### src/rtl/batb_pkg.sv
// Shared constants, widths and control/status structs for the Bezier angle table builder.
// No dependencies; used by every module of the block.
`timescale 1ns / 1ps

package batb_pkg;

    // Table and point store geometry
    localparam int TABLE_SIZE = 32;
    localparam int HALF_TABLE = TABLE_SIZE / 2;
    localparam int PT_STORE_DEPTH = 16;
    localparam int TIDX_W     = $clog2(TABLE_SIZE);
    localparam int PIDX_W     = $clog2(PT_STORE_DEPTH);
    localparam int PCNT_W     = PIDX_W + 1;

    // Field widths
    localparam int COORD_W    = 16;
    localparam int COORD_FRAC = 15;
    localparam int ANG_W      = 16;
    localparam int OUT_IDX_W  = 6;

    // Oversample register; sizing covers every value the 5-bit field can hold
    localparam int             OS_W     = 5;
    localparam int             OS_MAX   = (1 << OS_W) - 1;
    localparam logic [OS_W-1:0] OS_RESET = 5'd10;

    // Sample count per segment and its powers
    localparam int MMAX  = TABLE_SIZE * OS_MAX;
    localparam int M_W   = $clog2(MMAX + 1);
    localparam int M2_W  = $clog2(MMAX * MMAX + 1);
    localparam int M3_W  = $clog2(MMAX * MMAX * MMAX + 1);

    // Accumulators of the weighted sums
    localparam int NX_W  = M3_W + COORD_W;
    localparam int NY_W  = M3_W + ANG_W + 1;

    // Sample index (floor of x*(TABLE_SIZE-1)) stays below 2*TABLE_SIZE
    localparam int SIDX_W = TIDX_W + 1;
    localparam int LW_W   = SIDX_W + 1;

    // Shared divider; the index dividend needs one bit more for coordinates above 1.0
    localparam int Q_W       = ANG_W;
    localparam int DIV_CNT_W = $clog2(Q_W + 1);
    localparam int IDX_SHIFT = COORD_FRAC + SIDX_W - 1;
    localparam int DIV_W     = M3_W + IDX_SHIFT + 1;

    // Commands from the controller to the datapath
    typedef struct packed {
        logic store_point;
        logic clr_joint;
        logic calc_m2;
        logic calc_m3;
        logic seg_init;
        logic seg_next;
        logic j_init;
        logic load_rd;
        logic load_cap;
        logic k_init;
        logic k_next;
        logic sq;
        logic cu;
        logic wgt;
        logic mul;
        logic acc;
        logic div_start_idx;
        logic div_start_ang;
        logic idx_cap;
        logic tbl_write;
        logic emit_init;
        logic emit_rd;
        logic emit_load;
        logic emit_next;
    } batb_cmd_t;

    // Status from the datapath to the controller
    typedef struct packed {
        logic seg_avail;
        logic j_last;
        logic k_last;
        logic div_done;
        logic idx_gt;
        logic emit_last;
        logic out_valid;
        logic out_taken;
    } batb_sts_t;

endpackage

### src/rtl/batb_ctrl.sv
// Controller state machine: sequences point loading, segment sampling, divisions and emission.
// Depends on batb_pkg; drives batb_dpath and batb_div through the command struct.
`timescale 1ns / 1ps

module batb_ctrl (
    input  logic                 clk,
    input  logic                 rst_n,
    input  logic                 in_valid,
    input  logic                 last_point,
    output logic                 in_stall,
    input  batb_pkg::batb_sts_t  sts,
    output batb_pkg::batb_cmd_t  cmd
);

    localparam logic [4:0] S_IDLE = 5'd0;
    localparam logic [4:0] S_M2   = 5'd1;
    localparam logic [4:0] S_M3   = 5'd2;
    localparam logic [4:0] S_SEG  = 5'd3;
    localparam logic [4:0] S_LRD  = 5'd4;
    localparam logic [4:0] S_LCAP = 5'd5;
    localparam logic [4:0] S_SQ   = 5'd6;
    localparam logic [4:0] S_CU   = 5'd7;
    localparam logic [4:0] S_WGT  = 5'd8;
    localparam logic [4:0] S_MUL  = 5'd9;
    localparam logic [4:0] S_ACC  = 5'd10;
    localparam logic [4:0] S_DIX  = 5'd11;
    localparam logic [4:0] S_WIX  = 5'd12;
    localparam logic [4:0] S_CMP  = 5'd13;
    localparam logic [4:0] S_DAN  = 5'd14;
    localparam logic [4:0] S_WAN  = 5'd15;
    localparam logic [4:0] S_KN   = 5'd16;
    localparam logic [4:0] S_ERD  = 5'd17;
    localparam logic [4:0] S_ELD  = 5'd18;
    localparam logic [4:0] S_EWT  = 5'd19;

    logic [4:0] state_reg;
    logic [4:0] state_next;
    logic       accept;

    // Take items only between joints' builds
    assign in_stall = (state_reg != S_IDLE);
    assign accept   = in_valid && !in_stall;

    always_ff @(posedge clk or negedge rst_n)
    begin
        if (!rst_n)
        begin
            state_reg <= S_IDLE;
        end
        else
        begin
            state_reg <= state_next;
        end
    end

    // Next state and commands
    always_comb
    begin
        state_next = state_reg;
        cmd        = '0;
        unique case (state_reg)
            S_IDLE:
            begin
                cmd.store_point = accept;
                if (accept && last_point)
                begin
                    state_next = S_M2;
                end
            end
            S_M2:
            begin
                cmd.calc_m2 = 1'b1;
                state_next  = S_M3;
            end
            S_M3:
            begin
                cmd.calc_m3  = 1'b1;
                cmd.seg_init = 1'b1;
                state_next   = S_SEG;
            end
            S_SEG:
            begin
                if (sts.seg_avail)
                begin
                    cmd.j_init = 1'b1;
                    state_next = S_LRD;
                end
                else
                begin
                    cmd.emit_init = 1'b1;
                    state_next    = S_ERD;
                end
            end
            S_LRD:
            begin
                cmd.load_rd = 1'b1;
                state_next  = S_LCAP;
            end
            S_LCAP:
            begin
                cmd.load_cap = 1'b1;
                if (sts.j_last)
                begin
                    cmd.k_init = 1'b1;
                    state_next = S_SQ;
                end
                else
                begin
                    state_next = S_LRD;
                end
            end
            S_SQ:
            begin
                cmd.sq     = 1'b1;
                state_next = S_CU;
            end
            S_CU:
            begin
                cmd.cu     = 1'b1;
                state_next = S_WGT;
            end
            S_WGT:
            begin
                cmd.wgt    = 1'b1;
                cmd.j_init = 1'b1;
                state_next = S_MUL;
            end
            S_MUL:
            begin
                cmd.mul    = 1'b1;
                state_next = S_ACC;
            end
            S_ACC:
            begin
                cmd.acc    = 1'b1;
                state_next = sts.j_last ? S_DIX : S_MUL;
            end
            S_DIX:
            begin
                cmd.div_start_idx = 1'b1;
                state_next        = S_WIX;
            end
            S_WIX:
            begin
                if (sts.div_done)
                begin
                    cmd.idx_cap = 1'b1;
                    state_next  = S_CMP;
                end
            end
            S_CMP:
            begin
                state_next = sts.idx_gt ? S_DAN : S_KN;
            end
            S_DAN:
            begin
                cmd.div_start_ang = 1'b1;
                state_next        = S_WAN;
            end
            S_WAN:
            begin
                if (sts.div_done)
                begin
                    cmd.tbl_write = 1'b1;
                    state_next    = S_KN;
                end
            end
            S_KN:
            begin
                if (sts.k_last)
                begin
                    cmd.seg_next = 1'b1;
                    state_next   = S_SEG;
                end
                else
                begin
                    cmd.k_next = 1'b1;
                    state_next = S_SQ;
                end
            end
            S_ERD:
            begin
                cmd.emit_rd = 1'b1;
                state_next  = S_ELD;
            end
            S_ELD:
            begin
                cmd.emit_load = 1'b1;
                state_next    = S_EWT;
            end
            S_EWT:
            begin
                if (sts.out_taken)
                begin
                    if (sts.emit_last)
                    begin
                        cmd.clr_joint = 1'b1;
                        state_next    = S_IDLE;
                    end
                    else
                    begin
                        cmd.emit_next = 1'b1;
                        state_next    = S_ERD;
                    end
                end
            end
            default:
            begin
                state_next = S_IDLE;
            end
        endcase
    end

    // The output register is empty whenever a new entry is loaded
    a_load_free: assert property (@(posedge clk) disable iff (!rst_n)
        cmd.emit_load |-> !sts.out_valid)
        else $error("output entry overwritten");

endmodule

### config.mk
export PLATFORM = sky130hd
export DESIGN_NAME = batb_ctrl
export DESIGN_NICKNAME = d
export VERILOG_FILES = /design/src/rtl/batb_pkg.sv /design/src/rtl/batb_ctrl.sv
export SDC_FILE = /design/constraint.sdc
export NUM_CORES = 1
export LEC_CHECK = 0
export ABC_AREA = 0
export ABC_CLOCK_PERIOD_IN_PS = 2910
export BUFFER_PORTS_ARGS = -buffer_cell sky130_fd_sc_hd__buf_2
export CAP_MARGIN = 10
export CORE_UTILIZATION = 40
export DETAILED_ROUTE_END_ITERATION = 10
export GPL_ROUTABILITY_DRIVEN = 0
export PLACE_DENSITY = 0.85
export SETUP_SLACK_MARGIN = 0.5
export SLEW_MARGIN = 20
export SYNTH_ARGS = -nofsm -noshare
export SYNTH_HDL_FRONTEND = slang
export SYNTH_SLANG_ARGS = --single-unit
### constraint.sdc
create_clock -name clk -period 2.91 [get_ports clk]
set_clock_uncertainty 0.05 [all_clocks]
set_input_delay 0.582 -clock clk [delete_from_list [all_inputs] [get_ports clk]]
set_output_delay 0.582 -clock clk [all_outputs]
set_load 0.01 [all_outputs]
; ---- After elaboration in Yosys (flattened, before gate mapping)
; Index checks and enable logic that the tools add are counted.
[classes]
eq_ne = 23
mux = 43
reduce_logical = 6
[op_table]
columns = cell, n
row1 = $pmux W5 S20, 1
row2 = $eq A5 B4 Y1 const B, 8
row3 = $mux W5, 7
row4 = $mux W1, 29
row5 = $eq A5 B3 Y1 const B, 4
row6 = $eq A5 B5 Y1 const B, 4
row7 = $eq A5 B2 Y1 const B, 2
row8 = $mux W2, 4
row9 = $ne A2 B2 Y1 const B, 4
row10 = $eq A5 B1 Y1 const B, 1
row11 = $logic_not A5 Y1, 1
row12 = $reduce_bool A5 Y1, 1
row13 = $reduce_and A4 Y1, 1
row14 = $mux W3, 1
row15 = $logic_and A1 B1 Y1, 2
row16 = $pmux W1 S2, 1
row17 = $logic_not A1 Y1, 1
[totals]
register_bits = 5
in_bits = 12
out_inout_bits = 25
wordCells = 73

; ---- Logic depth before layout (Yosys ltp)
[logic_depth]
word_depth = 6
ltp_mapped = 6

; ---- Worst setup path before layout
; OpenSTA, ideal clock, no wires.
[synth_path]
path_kind = register -> output
from = reg state_reg[4]
to = out cmd[20] (netlist bit)
t_arrival_ns = 1.338
t_required_ns = 2.278
setup_slack_ns = 0.940
path_stages_with_launch = 5
path_cell_list = dfrtp_1 > buf_2 > or3_1 > nor2_1 > buf_4
[synth_rtl]
columns = item, line_no
row1 = from (decl), batb_ctrl.sv:36  ; logic [4:0] state_reg;
row2 = from (signal assigned), batb_ctrl.sv:52  ; state_reg <= state_next;
row3 = to (decl), batb_ctrl.sv:12  ; output batb_pkg::batb_cmd_t cmd

==> impl_metrics.json <==
{
  "run_status": "finished, final reports clean",
  "grt.total_usage": 0.199,
  "drv_cap": 0,
  "largest_reg_flops": 5,
  "syn2layout_area_growth_pct": 26.7,
  "holdCritPathClass": "in -> async",
  "vias": 801,
  "fin_setup_tns_ns": 0,
  "start_kind": "register",
  "clockRootBuffer": "clkbuf_4",
  "routed_wirelength_um": 1860,
  "fillers": 146,
  "cts_sinks": 5,
  "crit_arrival_ns": 1.67,
  "worst_pin_slew_ns": 0.582,
  "yosys.area.top_type": "dfrtp_1",
  "fp.dieH_um": 42.8,
  "worst-setup-path-type": "reg -> out",
  "cts_hold_buf": 0,
  "synthesis.area_um2": 664,
  "grt_pass1_wl_um": 2850,
  "wl_per_cell_um": 13.6,
  "ys_seq_area_frac": 0.188,
  "grt_start_max_net_pins": 19,
  "fin_crit_sh": 0.790,
  "ios": 37,
  "placed_area_um2": 806,
  "crit_path_start": "state_reg[3]$_DFFE_PN0P_",
  "synth_area_leaders": "dfrtp_1 (19%), nor2_1 (12%), buf_4 (3.4%)",
  "clk_latency_ns": 0.23,
  "fp.coreArea_um2": 1520,
  "cp-endpoint": "cmd[22]",
  "post_cts_buffers": 0,
  "cp_max_fo": 15,
  "power.total_w": 0.000819,
  "start_util": 0.436,
  "postRouteAntennaNets": 0,
  "grt_pass1_vias": 640,
  "htree_levels": 1,
  "yosysWarnings": 0,
  "synth-seq-cells": 5,
  "synth_nets": 102,
  "std_cell_rows": 14,
  "nets": 134,
  "drive_gt1_frac": 0.438,
  "slew-limit-headroom": 0.612,
  "leakage_nw": 0.428,
  "synth.distinct_cells": 42,
  "r2r_start": "state_reg[0]$_DFFE_PN0P_",
  "antenna_found_initial": 0,
  "p_per_area_nw_per_um2": 973,
  "syn_avg_cell_area_um2": 7.38,
  "cp.required_ns": 2.28,
  "cts_made_buffers": 3,
  "synth_top_cell_area_share": 0.188,
  "async_flop_share": 1.00,
  "die_w_um": 42.8,
  "ir_drop_mv": 0.550,
  "dp.final_hpwl_um": 1410,
  "end_kind": "primary output",
  "ys.flop_type": "dfrtp_1",
  "stdcell_area_um2": 842,
  "synth_cells": 90,
  "hold_viol_final": 0,
  "finalSetupViolations": 0,
  "portBuffers": 35,
  "cts_buffer_depth": 2,
  "firstDrtPassIters": 4,
  "drcViolationCount": 0,
  "max_freq_mhz": 435,
  "r2r_setup_slack_ns": 1.17,
  "synth_edf_count": 0,
  "diodes": 0,
  "reg2reg_to": "state_reg[4]$_DFFE_PN0P_",
  "vias_per_cell": 5.85,
  "rsz0062_at_grt": "no",
  "cts_tree": "built",
  "cts.clk_slew.worst_paths_ns": 0.04,
  "drt_first_iter_violations": 25,
  "ff2ff_path_depth": 4,
  "finalCriticalPeriod_ns": 2.30,
  "dieArea_um2": 1830,
  "maxSlewViolCount": 0,
  "overflow": 0
}
[synth_stat cells, types with 2 or more instances]
cell type,count
buf_2,4
nand3_1,2
a41o_1,2
o21ai_2,2
inv_1,2
nor2_1,22
nand2b_1,3
dfrtp_1,5
nand3b_1,2
nor4_1,2
a21oi_1,3
nand2_1,5
nand3_2,2
nor3_1,4
buf_4,3
[per-stage QoR]
stage	setup WS [ns]	hold slack (ns)	utilization	cells
floorplan	0.940	0.236	-	90
global placement	0.768	0.343	0.529	133
detailed placement	0.721	0.346	0.529	133
CTS	0.500	0.0941	0.547	137
global route	0.510	0.101	0.553	137
finish	0.611	0.102	0.553	137
[layout make-up]
type / instances / area (um2) / share of cell area
multi-input combinational: 74 / 482 / 0.572
timing repair buffer: 35 / 175 / 0.208
sequential: 5 / 128 / 0.152
clock buffer: 4 / 26.3 / 0.0312
tap: 16 / 20.0 / 0.0238
inverter: 3 / 11.3 / 0.0134
[critical path, cell delays in order (launching register included)]
cell	delay (ns)
dfrtp_1	0.52
or3b_4	0.54
nor4_1	0.19
buf_2	0.18
[layout by cell type (no fill, tap or decap), types with 2 or more instances in the layout]
cell type and n:
clkbuf_4 3, dfrtp_2 2, o21ai_2 2, nor4_1 2, nand3b_1 2, nand3_2 2
nor2_1 22, nand3_1 2, nor3_1 4, nand2b_1 3, a41o_1 2, buf_2 35
nand2_1 5, a21oi_1 3, inv_1 2, dfrtp_1 3
[what timing repair did]
action,in CTS,in global routing
gates resized for setup,1,3
setup endpoints to repair,3,5
pin swaps,0,0
[logic make-up after synthesis]
| logic type | count (synthesis) | synth area share |
|---|---|---|
| buf+inv | 11 | 0.0979 |
| flops | 5 | 0.188 |
| simple gates | 53 | 0.439 |
| compound gates | 21 | 0.275 |
[where the power goes]
group | switching [W] | leakage [nW] | total, W | internal, W
Combinational | 0.000293 | 0.351 | 0.000508 | 0.000216
Clock | 0.0000241 | 0.0150 | 0.0000757 | 0.0000516
Sequential | 0.000132 | 0.0612 | 0.000235 | 0.000103
Total | 0.000449 | 0.428 | 0.000819 | 0.000370
[how the worst min path moves through the flow]
stage,cells past startpoint,startpoint,slack (ns),end
global route,1,rst_n,0.10,state_reg[2]$_DFFE_PN0P_
floorplan,0,rst_n,0.24,state_reg[0]$_DFFE_PN0P_
detailed placement,1,rst_n,0.35,state_reg[2]$_DFFE_PN0P_
CTS,1,rst_n,0.09,state_reg[2]$_DFFE_PN0P_
global placement,1,rst_n,0.34,state_reg[3]$_DFFE_PN0P_
finish,1,rst_n,0.10,state_reg[4]$_DFFE_PN0P_
[layer usage]
layer / vias to the layer above / share of wire / global-route usage / wire, um
met2: 33 / 0.49 / 0.333 / 906
met5: - / 0 / 0 / 0
met1: 375 / 0.45 / 0.278 / 839
met3: 0 / 0.061 / 0.00426 / 114
li1: 393 / - / - / -
met4: 0 / 0 / 0.0563 / 0
Note: power is estimated with default switching activity, not from simulation.
